--- config.mk ---
export PLATFORM = sky130hd
export DESIGN_NAME = iou_label_association_argmin_flat
export DESIGN_NICKNAME = d
export VERILOG_FILES = /design/src/rtl/core/iou_lbl_pkg.sv /design/src/rtl/core/iou_lbl_in_if.sv /design/src/rtl/core/iou_lbl_out_if.sv /design/src/rtl/core/iou_lbl_front.sv /design/src/rtl/core/iou_lbl_back.sv /design/src/rtl/core/iou_label_association_argmin.sv /design/src/flat_wrapper.sv
export VERILOG_INCLUDE_DIRS = /design/src /design/src/rtl/core
export SDC_FILE = /design/constraint.sdc
export NUM_CORES = 2
export LEC_CHECK = 0
export BUFFER_PORTS_ARGS = -buffer_cell sky130_fd_sc_hd__buf_2
export CORE_MARGIN = 1
export CORE_UTILIZATION = 54
export CTS_CLUSTER_DIAMETER = 80
export DETAILED_ROUTE_END_ITERATION = 10
export PLACE_DENSITY = 0.67
export SYNTH_ARGS = -nofsm -noshare
export SYNTH_HDL_FRONTEND = slang
export SYNTH_HIERARCHICAL = 1
export SYNTH_SLANG_ARGS = --single-unit
--- constraint.sdc ---
create_clock -name clk_i -period 9.4 [get_ports clk_i]
set_input_delay 1.41 -clock clk_i [delete_from_list [all_inputs] [get_ports clk_i]]
set_output_delay 1.41 -clock clk_i [all_outputs]
set_load 0.005 [all_outputs]
--- src/rtl/core/iou_label_association_argmin_assert.svh ---
// Assertion macros shared by the RTL of the IoU association block.
// Each use sits on a line of its own; the clock and reset are the block's.
`ifndef IOU_LABEL_ASSOCIATION_ARGMIN_ASSERT_SVH
`define IOU_LABEL_ASSOCIATION_ARGMIN_ASSERT_SVH

// Checked only while out of reset.
`define IOU_ASSERT(lbl, prop, msg) \
  lbl: assert property (@(posedge clk_i) disable iff (!rst_ni) prop) else $error(msg);

// Checked at every edge, reset included.
`define IOU_ASSERT_ALWAYS(lbl, prop, msg) \
  lbl: assert property (@(posedge clk_i) prop) else $error(msg);

`endif

--- src/rtl/core/iou_lbl_pkg.sv ---
`timescale 1ns / 1ps
// ----------------------------------------------------------------------------
// iou_lbl_pkg
// Shared types and constants of the IoU label association block.
// ----------------------------------------------------------------------------
package iou_lbl_pkg;

  localparam int MAX_SLOTS_DEF  = 32;
  localparam int COORD_BITS_DEF = 12;

  localparam int OP_W    = 2;
  localparam int SLOT_W  = 5;
  localparam int LABEL_W = 8;
  localparam int COST_W  = 27;
  localparam int FRAC_W  = 16;
  localparam int QDEPTH  = 2;

  localparam logic [OP_W-1:0] OP_CLEAR = 2'd0;
  localparam logic [OP_W-1:0] OP_WRITE = 2'd1;
  localparam logic [OP_W-1:0] OP_QUERY = 2'd2;

  localparam logic [COST_W-1:0] COST_MAX      = 27'h7FFFFFF;
  localparam logic [COST_W-1:0] LABEL_PENALTY = 27'd65536000;
  localparam logic [COST_W-1:0] THRESH_RESET  = 27'd6553600;

  localparam logic REG_THRESH = 1'b0;

  typedef enum logic [1:0] {
    CMD_CLEAR,
    CMD_WRITE,
    CMD_QUERY
  } cmd_e;

  // Head of the command queue, as seen by the back end.
  typedef struct packed {
    logic               valid;
    cmd_e               cmd;
    logic [SLOT_W-1:0]  slot;
    logic [LABEL_W-1:0] label;
  } q_head_t;

endpackage

--- src/rtl/core/iou_lbl_in_if.sv ---
`timescale 1ns / 1ps
// ----------------------------------------------------------------------------
// iou_lbl_in_if
// Command channel: op, slot, box and label with valid/ready.
// ----------------------------------------------------------------------------
interface iou_lbl_in_if #(
  parameter int COORD_BITS = iou_lbl_pkg::COORD_BITS_DEF
);
  import iou_lbl_pkg::*;

  logic                  valid;
  logic                  ready;
  logic [OP_W-1:0]       op;
  logic [SLOT_W-1:0]     slot;
  logic [COORD_BITS-1:0] box_x;
  logic [COORD_BITS-1:0] box_y;
  logic [COORD_BITS-1:0] box_width;
  logic [COORD_BITS-1:0] box_height;
  logic [LABEL_W-1:0]    label_code;

  modport source (output valid, op, slot, box_x, box_y, box_width, box_height,
                  label_code, input ready);
  modport sink (input valid, op, slot, box_x, box_y, box_width, box_height,
                label_code, output ready);
endinterface

--- src/rtl/core/iou_lbl_out_if.sv ---
`timescale 1ns / 1ps
// ----------------------------------------------------------------------------
// iou_lbl_out_if
// Match result channel with valid/ready.
// ----------------------------------------------------------------------------
interface iou_lbl_out_if;
  import iou_lbl_pkg::*;

  logic              valid;
  logic              ready;
  logic              match_found;
  logic [SLOT_W-1:0] match_slot;
  logic [COST_W-1:0] match_cost;

  modport source (output valid, match_found, match_slot, match_cost, input ready);
  modport sink (input valid, match_found, match_slot, match_cost, output ready);
endinterface

--- src/rtl/core/iou_lbl_front.sv ---
`timescale 1ns / 1ps
// ----------------------------------------------------------------------------
// iou_lbl_front
// Accepts commands, decodes the op and queues them for the back end.
// ----------------------------------------------------------------------------
module iou_lbl_front #(
  parameter int COORD_BITS = iou_lbl_pkg::COORD_BITS_DEF
) (
  input  logic                                clk_i,
  input  logic                                rst_ni,
  iou_lbl_in_if.sink                          in_if,
  output iou_lbl_pkg::q_head_t                head_o,
  output logic [3:0][COORD_BITS-1:0]          head_box_o,
  input  logic                                pop_i
);
  import iou_lbl_pkg::*;

  localparam int CW = $clog2(QDEPTH + 1);

  cmd_e                        cmd_q   [QDEPTH];
  logic [SLOT_W-1:0]           slot_q  [QDEPTH];
  logic [LABEL_W-1:0]          label_q [QDEPTH];
  logic [3:0][COORD_BITS-1:0]  box_q   [QDEPTH];
  logic                        wr_ptr_q, rd_ptr_q;
  logic [CW-1:0]               cnt_q;

  logic accept, known, push, pop;
  cmd_e dec_cmd;

  always_comb begin
    known   = 1'b1;
    dec_cmd = CMD_CLEAR;
    case (in_if.op)
      OP_CLEAR: dec_cmd = CMD_CLEAR;
      OP_WRITE: dec_cmd = CMD_WRITE;
      OP_QUERY: dec_cmd = CMD_QUERY;
      default:  known   = 1'b0;   // unused op: taken and dropped
    endcase
  end

  assign in_if.ready = (cnt_q != CW'(QDEPTH));
  assign accept      = in_if.valid && in_if.ready;
  assign push        = accept && known;
  assign pop         = pop_i && (cnt_q != '0);

  always_ff @(posedge clk_i or negedge rst_ni) begin
    if (!rst_ni) begin
      wr_ptr_q <= 1'b0;
      rd_ptr_q <= 1'b0;
      cnt_q    <= '0;
    end else begin
      if (push) wr_ptr_q <= ~wr_ptr_q;
      if (pop)  rd_ptr_q <= ~rd_ptr_q;
      if (push && !pop)      cnt_q <= cnt_q + 1'b1;
      else if (pop && !push) cnt_q <= cnt_q - 1'b1;
    end
  end

  always_ff @(posedge clk_i) begin
    if (push) begin
      cmd_q[wr_ptr_q]   <= dec_cmd;
      slot_q[wr_ptr_q]  <= in_if.slot;
      label_q[wr_ptr_q] <= in_if.label_code;
      box_q[wr_ptr_q]   <= {in_if.box_height, in_if.box_width, in_if.box_y, in_if.box_x};
    end
  end

  assign head_o.valid = (cnt_q != '0);
  assign head_o.cmd   = cmd_q[rd_ptr_q];
  assign head_o.slot  = slot_q[rd_ptr_q];
  assign head_o.label = label_q[rd_ptr_q];
  assign head_box_o   = box_q[rd_ptr_q];

endmodule

--- src/rtl/core/iou_lbl_back.sv ---
`timescale 1ns / 1ps
// ----------------------------------------------------------------------------
// iou_lbl_back
// Box table, valid marks and the slot scan with a bit-serial IoU divider.
// ----------------------------------------------------------------------------
`include "iou_label_association_argmin_assert.svh"
module iou_lbl_back #(
  parameter int MAX_SLOTS  = iou_lbl_pkg::MAX_SLOTS_DEF,
  parameter int COORD_BITS = iou_lbl_pkg::COORD_BITS_DEF
) (
  input  logic                                clk_i,
  input  logic                                rst_ni,
  input  iou_lbl_pkg::q_head_t                head_i,
  input  logic [3:0][COORD_BITS-1:0]          head_box_i,
  output logic                                pop_o,
  input  logic [iou_lbl_pkg::COST_W-1:0]      thr_i,
  iou_lbl_out_if.source                       out_if
);
  import iou_lbl_pkg::*;

  localparam int IW = $clog2(MAX_SLOTS);
  localparam int SW = COORD_BITS + 1;
  localparam int AW = 2 * SW;
  localparam int RW = AW + 1;
  localparam int QW = FRAC_W + 1;
  localparam int EW = 4 * COORD_BITS + LABEL_W;
  localparam int DIV_LAST = FRAC_W;

  localparam logic [2:0] S_IDLE = 3'd0;
  localparam logic [2:0] S_SCAN = 3'd1;
  localparam logic [2:0] S_GEOM = 3'd2;
  localparam logic [2:0] S_MUL1 = 3'd3;
  localparam logic [2:0] S_MUL2 = 3'd4;
  localparam logic [2:0] S_DIV  = 3'd5;
  localparam logic [2:0] S_COST = 3'd6;
  localparam logic [2:0] S_OUT  = 3'd7;

  logic [2:0]           state_q, state_d;
  logic [MAX_SLOTS-1:0] valid_q;
  logic [IW-1:0]        idx_q;
  logic [EW-1:0]        mem_q [MAX_SLOTS];
  logic [EW-1:0]        rd_q;

  logic [3:0][COORD_BITS-1:0] qbox_q;
  logic [LABEL_W-1:0]         qlbl_q;
  logic [SW-1:0]              iw_q, ih_q, uw_q, uh_q;
  logic                       both_emp_q, one_emp_q, ldiff_q;
  logic [AW-1:0]              inter_q, uni_q;
  logic [RW-1:0]              rem_q;
  logic [QW-1:0]              quo_q;
  logic [$clog2(DIV_LAST+1)-1:0] cnt_q;
  logic [COST_W-1:0]          best_q;
  logic [IW-1:0]              best_slot_q;
  logic                       found_q;

  logic              out_vld_q, out_found_q;
  logic [SLOT_W-1:0] out_slot_q;
  logic [COST_W-1:0] out_cost_q;

  logic is_last, wr_ok, out_free;
  assign is_last  = (idx_q == IW'(MAX_SLOTS - 1));
  assign wr_ok    = (32'(head_i.slot) < MAX_SLOTS);
  assign pop_o    = (state_q == S_IDLE) && head_i.valid;
  assign out_free = !out_vld_q || out_if.ready;

  // Table entry fields
  logic [COORD_BITS-1:0] rx, ry, rw, rh, qx, qy, qw, qh;
  logic [LABEL_W-1:0]    rl;
  assign rx = rd_q[COORD_BITS-1:0];
  assign ry = rd_q[2*COORD_BITS-1:COORD_BITS];
  assign rw = rd_q[3*COORD_BITS-1:2*COORD_BITS];
  assign rh = rd_q[4*COORD_BITS-1:3*COORD_BITS];
  assign rl = rd_q[EW-1:4*COORD_BITS];
  assign qx = qbox_q[0];
  assign qy = qbox_q[1];
  assign qw = qbox_q[2];
  assign qh = qbox_q[3];

  // Geometry of intersection and bounding rectangle
  logic [SW-1:0] ax0, ax1, bx0, bx1, ay0, ay1, by0, by1;
  logic [SW-1:0] ix0, ix1, iy0, iy1, ux0, ux1, uy0, uy1;
  logic          a_emp, b_emp;
  always_comb begin
    ax0 = SW'(qx);
    ax1 = SW'(qx) + SW'(qw);
    bx0 = SW'(rx);
    bx1 = SW'(rx) + SW'(rw);
    ay0 = SW'(qy);
    ay1 = SW'(qy) + SW'(qh);
    by0 = SW'(ry);
    by1 = SW'(ry) + SW'(rh);
    ix0 = (ax0 > bx0) ? ax0 : bx0;
    ix1 = (ax1 < bx1) ? ax1 : bx1;
    iy0 = (ay0 > by0) ? ay0 : by0;
    iy1 = (ay1 < by1) ? ay1 : by1;
    ux0 = (ax0 < bx0) ? ax0 : bx0;
    ux1 = (ax1 > bx1) ? ax1 : bx1;
    uy0 = (ay0 < by0) ? ay0 : by0;
    uy1 = (ay1 > by1) ? ay1 : by1;
    a_emp = (qw == '0) || (qh == '0);
    b_emp = (rw == '0) || (rh == '0);
  end

  // Divider step: quotient bit 16 first, remainder never exceeds the union
  logic [RW-1:0] div_t, rem_d;
  logic          div_ge;
  always_comb begin
    div_t  = (cnt_q == '0) ? rem_q : {rem_q[RW-2:0], 1'b0};
    div_ge = (div_t >= RW'(uni_q));
    rem_d  = div_ge ? (div_t - RW'(uni_q)) : div_t;
  end

  // Cost: 100*(1-IoU) by shift-add, plus the label penalty; COST_MAX if both boxes are empty
  logic [QW-1:0]     iou, dif;
  logic [COST_W-1:0] cost100, cost;
  always_comb begin
    iou     = (one_emp_q || both_emp_q) ? '0 : quo_q;
    dif     = QW'(1 << FRAC_W) - iou;
    cost100 = (COST_W'(dif) << 6) + (COST_W'(dif) << 5) + (COST_W'(dif) << 2);
    if (both_emp_q) cost = COST_MAX;
    else            cost = cost100 + (ldiff_q ? LABEL_PENALTY : '0);
  end

  always_comb begin
    state_d = state_q;
    case (state_q)
      S_IDLE: if (head_i.valid && head_i.cmd == CMD_QUERY) state_d = S_SCAN;
      S_SCAN: begin
        if (valid_q[idx_q]) state_d = S_GEOM;
        else if (is_last)   state_d = S_OUT;
      end
      S_GEOM: state_d = S_MUL1;
      S_MUL1: state_d = S_MUL2;
      S_MUL2: state_d = (both_emp_q || one_emp_q) ? S_COST : S_DIV;
      S_DIV:  if (cnt_q == $bits(cnt_q)'(DIV_LAST)) state_d = S_COST;
      S_COST: state_d = is_last ? S_OUT : S_SCAN;
      S_OUT:  if (out_free) state_d = S_IDLE;
      default: state_d = S_IDLE;
    endcase
  end

  always_ff @(posedge clk_i or negedge rst_ni) begin
    if (!rst_ni) begin
      state_q   <= S_IDLE;
      valid_q   <= '0;
      out_vld_q <= 1'b0;
    end else begin
      state_q <= state_d;
      if (pop_o && head_i.cmd == CMD_CLEAR) valid_q <= '0;
      if (pop_o && head_i.cmd == CMD_WRITE && wr_ok) valid_q[IW'(head_i.slot)] <= 1'b1;
      if (state_q == S_OUT && out_free) out_vld_q <= 1'b1;
      else if (out_if.ready)            out_vld_q <= 1'b0;
    end
  end

  // Table memory, registered read at the scan index
  always_ff @(posedge clk_i) begin
    if (pop_o && head_i.cmd == CMD_WRITE && wr_ok) begin
      mem_q[IW'(head_i.slot)] <= {head_i.label, head_box_i};
    end
    rd_q <= mem_q[idx_q];
  end

  always_ff @(posedge clk_i) begin
    case (state_q)
      S_IDLE: begin
        qbox_q  <= head_box_i;
        qlbl_q  <= head_i.label;
        idx_q   <= '0;
        best_q  <= thr_i;
        found_q <= 1'b0;
        best_slot_q <= '0;
      end
      S_SCAN: if (!valid_q[idx_q] && !is_last) idx_q <= idx_q + 1'b1;
      S_GEOM: begin
        iw_q <= (ix1 > ix0) ? (ix1 - ix0) : '0;
        ih_q <= (iy1 > iy0) ? (iy1 - iy0) : '0;
        uw_q <= ux1 - ux0;
        uh_q <= uy1 - uy0;
        both_emp_q <= a_emp && b_emp;
        one_emp_q  <= a_emp ^ b_emp;
        ldiff_q    <= (qlbl_q != rl);
      end
      S_MUL1: inter_q <= iw_q * ih_q;
      S_MUL2: begin
        uni_q <= uw_q * uh_q;
        rem_q <= RW'(inter_q);
        quo_q <= '0;
        cnt_q <= '0;
      end
      S_DIV: begin
        rem_q <= rem_d;
        quo_q <= {quo_q[QW-2:0], div_ge};
        cnt_q <= cnt_q + 1'b1;
      end
      S_COST: begin
        if (cost < best_q) begin
          best_q      <= cost;
          best_slot_q <= idx_q;
          found_q     <= 1'b1;
        end
        if (!is_last) idx_q <= idx_q + 1'b1;
      end
      S_OUT: if (out_free) begin
        out_found_q <= found_q;
        out_slot_q  <= SLOT_W'(best_slot_q);
        out_cost_q  <= best_q;
      end
      default: ;
    endcase
  end

  assign out_if.valid       = out_vld_q;
  assign out_if.match_found = out_found_q;
  assign out_if.match_slot  = out_slot_q;
  assign out_if.match_cost  = out_cost_q;

  `IOU_ASSERT(a_div_cnt, (state_q == S_DIV) |-> (cnt_q <= $bits(cnt_q)'(DIV_LAST)), "divider ran past its last step")
  `IOU_ASSERT(a_iou_le_one, (state_q == S_COST && !one_emp_q && !both_emp_q) |-> (quo_q <= QW'(1 << FRAC_W)), "IoU above one")
  `IOU_ASSERT(a_out_from_done, $rose(out_vld_q) |-> $past(state_q == S_OUT), "result raised outside scan end")
  `IOU_ASSERT_ALWAYS(a_reset_idle, !rst_ni |-> (state_q == S_IDLE && !out_vld_q), "not idle in reset")

endmodule

--- src/rtl/core/iou_label_association_argmin.sv ---
`timescale 1ns / 1ps
// ----------------------------------------------------------------------------
// iou_label_association_argmin
// IoU/label cost association against a table of known boxes, lowest slot wins.
// ----------------------------------------------------------------------------
// Clear and write are done by the back end as it pops them from the queue.
// A query scans every slot of the table; each valid slot costs a table read,
// geometry, two multiplies, 17 serial divide steps and a compare; an empty
// box skips the divide steps.
// Reset clears all valid marks, sets the threshold to 100.0; table contents
// stay undefined until written.
module iou_label_association_argmin #(
  parameter int MAX_SLOTS  = iou_lbl_pkg::MAX_SLOTS_DEF,
  parameter int COORD_BITS = iou_lbl_pkg::COORD_BITS_DEF
) (
  input  logic                         clk_i,
  input  logic                         rst_ni,
  iou_lbl_in_if.sink                   req_i,
  iou_lbl_out_if.source                rsp_o,
  input  logic                         psel,
  input  logic                         penable,
  input  logic                         pwrite,
  input  logic [2:0]                   paddr,
  input  logic [31:0]                  pwdata,
  output logic [31:0]                  prdata,
  output logic                         pready
);
  import iou_lbl_pkg::*;

  logic [COST_W-1:0]          thr_q;
  q_head_t                    head;
  logic [3:0][COORD_BITS-1:0] head_box;
  logic                       pop;

  assign pready = 1'b1;
  assign prdata = (paddr[2] == REG_THRESH) ? {{(32 - COST_W){1'b0}}, thr_q} : '0;

  always_ff @(posedge clk_i or negedge rst_ni) begin
    if (!rst_ni) begin
      thr_q <= THRESH_RESET;
    end else if (psel && penable && pwrite && paddr[2] == REG_THRESH) begin
      thr_q <= pwdata[COST_W-1:0];
    end
  end

  iou_lbl_front #(.COORD_BITS(COORD_BITS)) u_front (
    .clk_i      (clk_i),
    .rst_ni     (rst_ni),
    .in_if      (req_i),
    .head_o     (head),
    .head_box_o (head_box),
    .pop_i      (pop)
  );

  iou_lbl_back #(.MAX_SLOTS(MAX_SLOTS), .COORD_BITS(COORD_BITS)) u_back (
    .clk_i      (clk_i),
    .rst_ni     (rst_ni),
    .head_i     (head),
    .head_box_i (head_box),
    .pop_o      (pop),
    .thr_i      (thr_q),
    .out_if     (rsp_o)
  );

endmodule
--- src/flat_wrapper.sv ---
// flat-port wrapper written by rule: the top's interface ports become plain ports
module iou_label_association_argmin_flat import iou_lbl_pkg::*;
#(
  parameter int MAX_SLOTS  = iou_lbl_pkg::MAX_SLOTS_DEF,
  parameter int COORD_BITS = iou_lbl_pkg::COORD_BITS_DEF
)
  (clk_i, rst_ni, psel, penable, pwrite, paddr, pwdata, prdata, pready, req_i_valid, req_i_op, req_i_slot, req_i_box_x, req_i_box_y, req_i_box_width, req_i_box_height, req_i_label_code, req_i_ready, rsp_o_valid, rsp_o_match_found, rsp_o_match_slot, rsp_o_match_cost, rsp_o_ready);
  iou_lbl_in_if #(.COORD_BITS(COORD_BITS)) req_i_i ();
  iou_lbl_out_if rsp_o_i ();
  input  logic clk_i;
  input  logic rst_ni;
  input  logic psel;
  input  logic penable;
  input  logic pwrite;
  input  logic [2:0] paddr;
  input  logic [31:0] pwdata;
  output logic [31:0] prdata;
  output logic pready;
  input wire logic [$bits(req_i_i.valid)-1:0] req_i_valid;
  input wire logic [$bits(req_i_i.op)-1:0] req_i_op;
  input wire logic [$bits(req_i_i.slot)-1:0] req_i_slot;
  input wire logic [$bits(req_i_i.box_x)-1:0] req_i_box_x;
  input wire logic [$bits(req_i_i.box_y)-1:0] req_i_box_y;
  input wire logic [$bits(req_i_i.box_width)-1:0] req_i_box_width;
  input wire logic [$bits(req_i_i.box_height)-1:0] req_i_box_height;
  input wire logic [$bits(req_i_i.label_code)-1:0] req_i_label_code;
  output wire logic [$bits(req_i_i.ready)-1:0] req_i_ready;
  output wire logic [$bits(rsp_o_i.valid)-1:0] rsp_o_valid;
  output wire logic [$bits(rsp_o_i.match_found)-1:0] rsp_o_match_found;
  output wire logic [$bits(rsp_o_i.match_slot)-1:0] rsp_o_match_slot;
  output wire logic [$bits(rsp_o_i.match_cost)-1:0] rsp_o_match_cost;
  input wire logic [$bits(rsp_o_i.ready)-1:0] rsp_o_ready;
  assign req_i_i.valid = req_i_valid;
  assign req_i_i.op = req_i_op;
  assign req_i_i.slot = req_i_slot;
  assign req_i_i.box_x = req_i_box_x;
  assign req_i_i.box_y = req_i_box_y;
  assign req_i_i.box_width = req_i_box_width;
  assign req_i_i.box_height = req_i_box_height;
  assign req_i_i.label_code = req_i_label_code;
  assign req_i_ready = req_i_i.ready;
  assign rsp_o_valid = rsp_o_i.valid;
  assign rsp_o_match_found = rsp_o_i.match_found;
  assign rsp_o_match_slot = rsp_o_i.match_slot;
  assign rsp_o_match_cost = rsp_o_i.match_cost;
  assign rsp_o_i.ready = rsp_o_ready;
  iou_label_association_argmin #(.MAX_SLOTS(MAX_SLOTS), .COORD_BITS(COORD_BITS)) u_core (.clk_i(clk_i), .rst_ni(rst_ni), .req_i(req_i_i), .rsp_o(rsp_o_i), .psel(psel), .penable(penable), .pwrite(pwrite), .paddr(paddr), .pwdata(pwdata), .prdata(prdata), .pready(pready));
endmodule
# Yosys cells after proc, flatten, opt, wreduce, memory -nomap -nowiden
# Memory sizes are Yosys's and may differ from the RTL's. A register that Yosys moved wholly into a read port is not among the register bits.
# Index checks and enable logic that the tools add are counted.
# totals
output_inout_bits	68
word_cells	191
ff_bits	350
mem_count	5
ramBits	1918
# mem_list
memory	depth	word_bits	rd	rd_clocked_by_memory_dff	write_ports	line	text
u_core.u_back.mem_q	32	56	1	1	1	iou_lbl_back.sv:41	logic [EW-1:0] mem_q [MAX_SLOTS];
u_core.u_front.box_q	2	48	1	0	1	iou_lbl_front.sv:23	logic [3:0][COORD_BITS-1:0] box_q [QDEPTH];
u_core.u_front.label_q	2	8	1	0	1	iou_lbl_front.sv:22	logic [LABEL_W-1:0] label_q [QDEPTH];
u_core.u_front.slot_q	2	5	1	0	1	iou_lbl_front.sv:21	logic [SLOT_W-1:0] slot_q [QDEPTH];
u_core.u_front.cmd_q	2	2	1	0	1	iou_lbl_front.sv:20	cmd_e cmd_q [QDEPTH];
# op_classes
n_lt_le_gt_ge	15
bitwise	5
multipliers	2
n_addsub	17
n_reduce_logical	44
n_mux	50
n_eq_ne	22
# op_table
cell	count
27-bit 2-to-1 mux	5
27-bit case mux with 2 select lines	2
32-bit 2-to-1 mux	2
12-bit by 12-bit adder with 13-bit output	4
13-bit by 13-bit multiplier with 26-bit output	2
13-bit 2-to-1 mux	4
13-bit by 12-bit subtractor with 13-bit output	4
12-bit logical NOT	4
12-bit 2-to-1 mux	4
17-bit case mux with 2 select lines	1
32-bit bitwise OR	1
25-bit by 26-bit adder with 27-bit output	1
27-bit by 26-bit >= comparator with 1-bit output	1
27-bit less-than comparator	1
27-bit by 26-bit subtractor with 27-bit output	1
13-bit by 12-bit greater-than comparator with 1-bit output	2
13-bit greater-than comparator	2
13-bit less-than comparator	2
26-bit 2-to-1 mux	1
24-bit by 19-bit adder with 25-bit output	1
23-bit by 22-bit adder with 24-bit output	1
12-bit greater-than comparator	2
12-bit less-than comparator	2
3-bit case mux with 8 select lines	1
41 further kinds	104

# Depth between registers and ports, before layout
# depth
ltp_word	10
mapped_depth	34
ltp_nobuf	32

# By module
# Netlist, hierarchy kept.
# by_module_without_submodules
module	area_per_inst_um2	cells_each	seq_area_each_um2	n_inst
iou_lbl_back	101806.4	5987	64331.7	1
iou_lbl_front	5058.6	218	3883.7	1
iou_label_association_argmin	1340.0	94	679.4	1

# Worst setup path before layout
# OpenSTA, ideal clock, no wires.
# synth_path
kind	register to register
from	reg u_core.u_back.state_q[0]
to	mem u_core/u_back/mem_q[24][0] (netlist bit) (enable)
path_buffers	1
slack_ns	0.967
synth_period_minus_slack_ns	8.433
arrival_ns	7.961
setup_time_ns	0.472
stages_incl_launch_ff	9
path_cell_list	dfrtp_1 > clkbuf_1 > nor3_1 > nand2_1 > nor2_1 > nand2_1 > nor2_1 > nand3_1 > nor2_1
# synth_between
elab_chain_len	5
# synth_rtl
element	line	text
start: declaration	iou_lbl_back.sv:38	logic [2:0] state_q, state_d;
start signal: assignment	iou_lbl_back.sv:148	state_q <= state_d;
3-bit logical NOT	iou_lbl_back.sv:63	assign pop_o = (state_q == S_IDLE) && head_i.valid;
1-bit logical AND	iou_lbl_back.sv:63	
1-bit logical AND	iou_lbl_back.sv:158	if (pop_o && head_i.cmd == CMD_WRITE && wr_ok) begin
1-bit 2-to-1 mux	iou_lbl_back.sv:158	
1-bit 2-to-1 mux (not written as such)	iou_lbl_back.sv:159	mem_q[IW'(head_i.slot)] <= {head_i.label, head_box_i};
end: declaration	iou_lbl_back.sv:41	
# No other way between the ends.

# Worst setup path after layout
# layout_path
from	reg u_core.u_back.both_emp_q
to	reg u_core.u_back.best_q[5] (enable)
# layout_between
elab_chain_len	10
# layout_rtl
element	line	text
start: declaration	iou_lbl_back.sv:47	logic both_emp_q, one_emp_q, ldiff_q;
start signal: assignment	iou_lbl_back.sv:180	both_emp_q <= a_emp && b_emp;
1-bit logical OR	iou_lbl_back.sv:117	iou = (one_emp_q || both_emp_q) ? '0 : quo_q;
17-bit 2-to-1 mux	iou_lbl_back.sv:117	
17-bit subtractor	iou_lbl_back.sv:118	dif = QW'(1 << FRAC_W) - iou;
23-bit by 22-bit adder with 24-bit output	iou_lbl_back.sv:119	cost100 = (COST_W'(dif) << 6) + (COST_W'(dif) << 5) + (COST_W'(dif) << 2);
24-bit by 19-bit adder with 25-bit output	iou_lbl_back.sv:119	
25-bit by 26-bit adder with 27-bit output	iou_lbl_back.sv:121	else cost = cost100 + (ldiff_q ? LABEL_PENALTY : '0);
27-bit 2-to-1 mux *	iou_lbl_back.sv:120	if (both_emp_q) cost = COST_MAX;
27-bit less-than comparator *	iou_lbl_back.sv:197	if (cost < best_q) begin
2-bit inequality test (no line) *	n/a	
2-bit AND reduction (no line) *	n/a	
end signal: assignment	iou_lbl_back.sv:170	best_q <= thr_i;
end signal: assignment	iou_lbl_back.sv:198	best_q <= cost;
end: declaration	iou_lbl_back.sv:52	logic [COST_W-1:0] best_q;
# Every way passes the cells marked *; elsewhere a longest branch is shown, timed or not.
# A chain may end at the register's enable or synchronous reset.

==> run summary <==
status: completed
clk buf depth: 3
Synth Area in Compound Gates: 3.52%
endpoints failing setup: 0
Finished Core Util: 60.4%
Synth async-reset ratio: 2.88%
Post-Route Setup TNS: 0 ps
CP Class: reg2reg
Yosys cell types: 86
crit path launch type: flip-flop
Vert. Die Dim: 450 um
site row count: 163
Die Width: 450 um
top post-synthesis cells by count: 2,201 x edfxtp_1, 565 x mux4_2, 455 x inv_1
max_slew headroom: 22.0%
IO buf count: 159
Avg Vias per Cell: 6.09
Clock Pin Slew Worst Setup and Hold Paths: 60 ps
Vias: 57,100
vias in the first global route: 57,600
Final Critical Period: 7380 ps
Syn-to-layout area delta: 10.7%
largest net degree at the start of global routing: 141
Post-synth EDFFs: 2,201
Post-CTS Resized: 0
Slew Limit Fails: 0
Setup crit end kind: flip-flop
post-synthesis mux area share: 14.9%
synth top area cells: edfxtp_1 61%, mux4_2 12%, fa_1 4.8%, ha_1 4.4%, inv_1 1.6%
cts hold-fix bufs: 0
WL met3: 17,200 um
Num CTS Buffers: 229
Fillers: 14,400
worst skew pair latency: 930 ps
Remaining Overflow, GRT: 0
clock root buffer master: clkbuf_16
post-synthesis xor/xnor area fraction: 1.49%
Seq/Total Area, Yosys: 63.7%
Worst-Margin Slew: 1170 ps
critical path peak fanout: 33
Starting Density: 54.6%
First DRT Iteration DRCs: 5,525
die area: 202,000 um2
largest family of logic cells by synthesized area: multiplexers
Max Freq: 136 MHz
Final Cell Area: 120,000 um2
core area: 198,000 um2
Synth top area share: 61.1%
top_reg_cell synth: edfxtp_1
Yosys top cell by area: edfxtp_1
post-synthesis adder-cell area fraction: 9.15%
Max Cap Viol: 0
CTS tree: done
final WL: 258,000 um
DR WL/cell: 27.5 um
final antenna-violating net count: 0
Num Clock Sinks: 2,324
WP data required: 9830 ps
layout cells sized above 1: 21.6%
Total GRT Usage: 25.8%
M1 WL: 108,000 um
postcts setup bufs: 0
worst hold path type: reg2reg
syn_area_per_cell: 17.2 um2
Post-DP Area: 112,000 um2
fin crit share: 78.5%
# H-tree levels: 4
HPWL after DPL: 154,000 um
post-synthesis cell count: 6,299
GP Congestion: 0.911
most frequent cell after synthesis: edfxtp_1
initial antenna violation count: 14
num ports: 173
# nets final: 7,278
TritonRoute pass-1 iters: 6
Setup Skew: 127 ps
RSZ-0062 raised after global routing: no
Syn Std Cell Area: 108,000 um2
FF+latch count, synth: 2,324
top sig layer: met5
routed wl met2: 127,000 um
drt drc: 0
global-route wire length before repair: 381,000 um
yosys synthesis warning count: 6
worst path arrival time: 7810 ps
simple-gate area share of the yosys netlist: 4.59%
Hold Fails Final Rpt: 0
## cell usage in the layout, fill, tap and decap left out, drive strengths merged, types with 19 or more instances in the layout
cell type / synthesis / final
fa: 259 / 259
mux2i: 57 / 57
nor4: 19 / 19
o21a: 35 / 35
dfxtp: 56 / 56
clkinv: 1 / 104
ha: 377 / 377
and3: 28 / 28
nand3: 40 / 40
xnor2: 116 / 116
and2: 153 / 153
nand2b: 43 / 43
a21o: 114 / 114
xor2: 68 / 68
a21oi: 172 / 172
mux2: 212 / 212
mux4: 570 / 570
or2: 23 / 23
nor2b: 67 / 67
inv: 455 / 461
nand4: 29 / 29
o21ai: 117 / 117
dfrtp: 64 / 64
nor3: 53 / 53
o21bai: 25 / 25
buf: 93 / 262
edfxtp: 2201 / 2201
clkbuf: 166 / 302
nor2: 188 / 188
nand2: 344 / 344
## stage by stage
step / worst slack [ps] / cells / hold slack, ps
finish: 2020 / 9383 / 418
global route: 1290 / 9381 / 410
CTS: 1970 / 9377 / 417
detailed placement: 2020 / 8946 / 405
global placement: 2100 / 8946 / 402
floorplan: 967 / 6303 / 400
## area by class of cell
class,count,area (um2),area share [%]
flip-flops and latches,2324,68900,57.5
repair buffers,262,1650,1.37
clock inverters,129,1360,1.14
well taps,2640,3300,2.76
multi-input cells,3264,36700,30.7
clock buffers,302,6150,5.13
inverters,456,1710,1.43
diodes,6,15.0,0.0125
## worst paths after layout
kind | from | to | slack, ps | depth (start not counted)
worst max register to register | u_core/u_back/both_emp_q$_DFFE_PP_ | u_core/u_back/best_q[5]$_DFFE_PP_ | 2020 | 25
worst min-delay path | u_core/u_back/best_q[8]$_DFFE_PP_ | u_core/u_back/out_if.match_cost[8]$_DFFE_PP_ | 420 | 0
min in group asynchronous | rst_ni | u_core/u_back/valid_q[30]$_DFF_PN0_ | 660 | 1
worst min register to register | u_core/u_back/best_q[8]$_DFFE_PP_ | u_core/u_back/out_if.match_cost[8]$_DFFE_PP_ | 420 | 0
worst max-delay path | u_core/u_back/both_emp_q$_DFFE_PP_ | u_core/u_back/best_q[5]$_DFFE_PP_ | 2020 | 25
max in group asynchronous | rst_ni | u_core/u_front/rd_ptr_q$_DFFE_PN0P_ | 8040 | 1
## cell families (layout without fill, tap and decap cells)
logic type | count (synthesis) | in the layout
flip-flops | 2324 | 2324
AND/OR/NAND/NOR | 1017 | 1017
multiplexers | 839 | 839
buffers and inverters | 715 | 1149
adder cells (fa/ha/maj) | 636 | 636
AO/OA/AOI/OAI | 582 | 582
XOR/XNOR | 184 | 184
other | 2 | 12
## critical path, stage by stage (launching register included)
cell and delay, ps:
edfxtp_1 890, nor2_1 80, buf_4 230, nand2_1 150, ha_1 380, o211ai_1 320, a21oi_1 210, nor2_1 80
a311oi_4 400, xor2_1 130, ha_1 220, o21bai_1 160, ha_1 380, and3_1 240, nand4_1 100, or2_0 200
o21ai_0 270, nand2b_1 160, xor2_1 60, or2_2 280, ha_1 300, a21o_1 160, a21o_1 170, a211oi_1 250
o41ai_1 180, a21oi_4 950
## state kept, by name, indices dropped and copies added, names as in the netlist, 8 cells and up
signal,cells
u_core/thr_q,27
u_core/u_back/best_q,27
u_core/u_back/ih_q,13
u_core/u_back/inter_q,26
u_core/u_back/iw_q,13
u_core/u_back/mem_q,1792
u_core/u_back/out_if.match_cost,27
u_core/u_back/qh,12
u_core/u_back/qlbl_q,8
u_core/u_back/quo_q,17
u_core/u_back/qw,12
u_core/u_back/qx,12
u_core/u_back/qy,12
u_core/u_back/rd_q,56
u_core/u_back/rem_q,27
u_core/u_back/uh_q,13
u_core/u_back/uni_q,26
u_core/u_back/uw_q,13
u_core/u_back/valid_q,32
u_core/u_front/box_q,96
u_core/u_front/label_q,16
u_core/u_front/slot_q,10
## layer usage
layer,up-vias,global-route usage (%)
li1,24600,-
met1,30100,36.4
met2,2014,42.4
met3,384,3.71
met4,10,6.68
met5,-,0
Power is not shown: default switching activity piles up to over one toggle a cycle in this logic, so the estimate is an artifact.
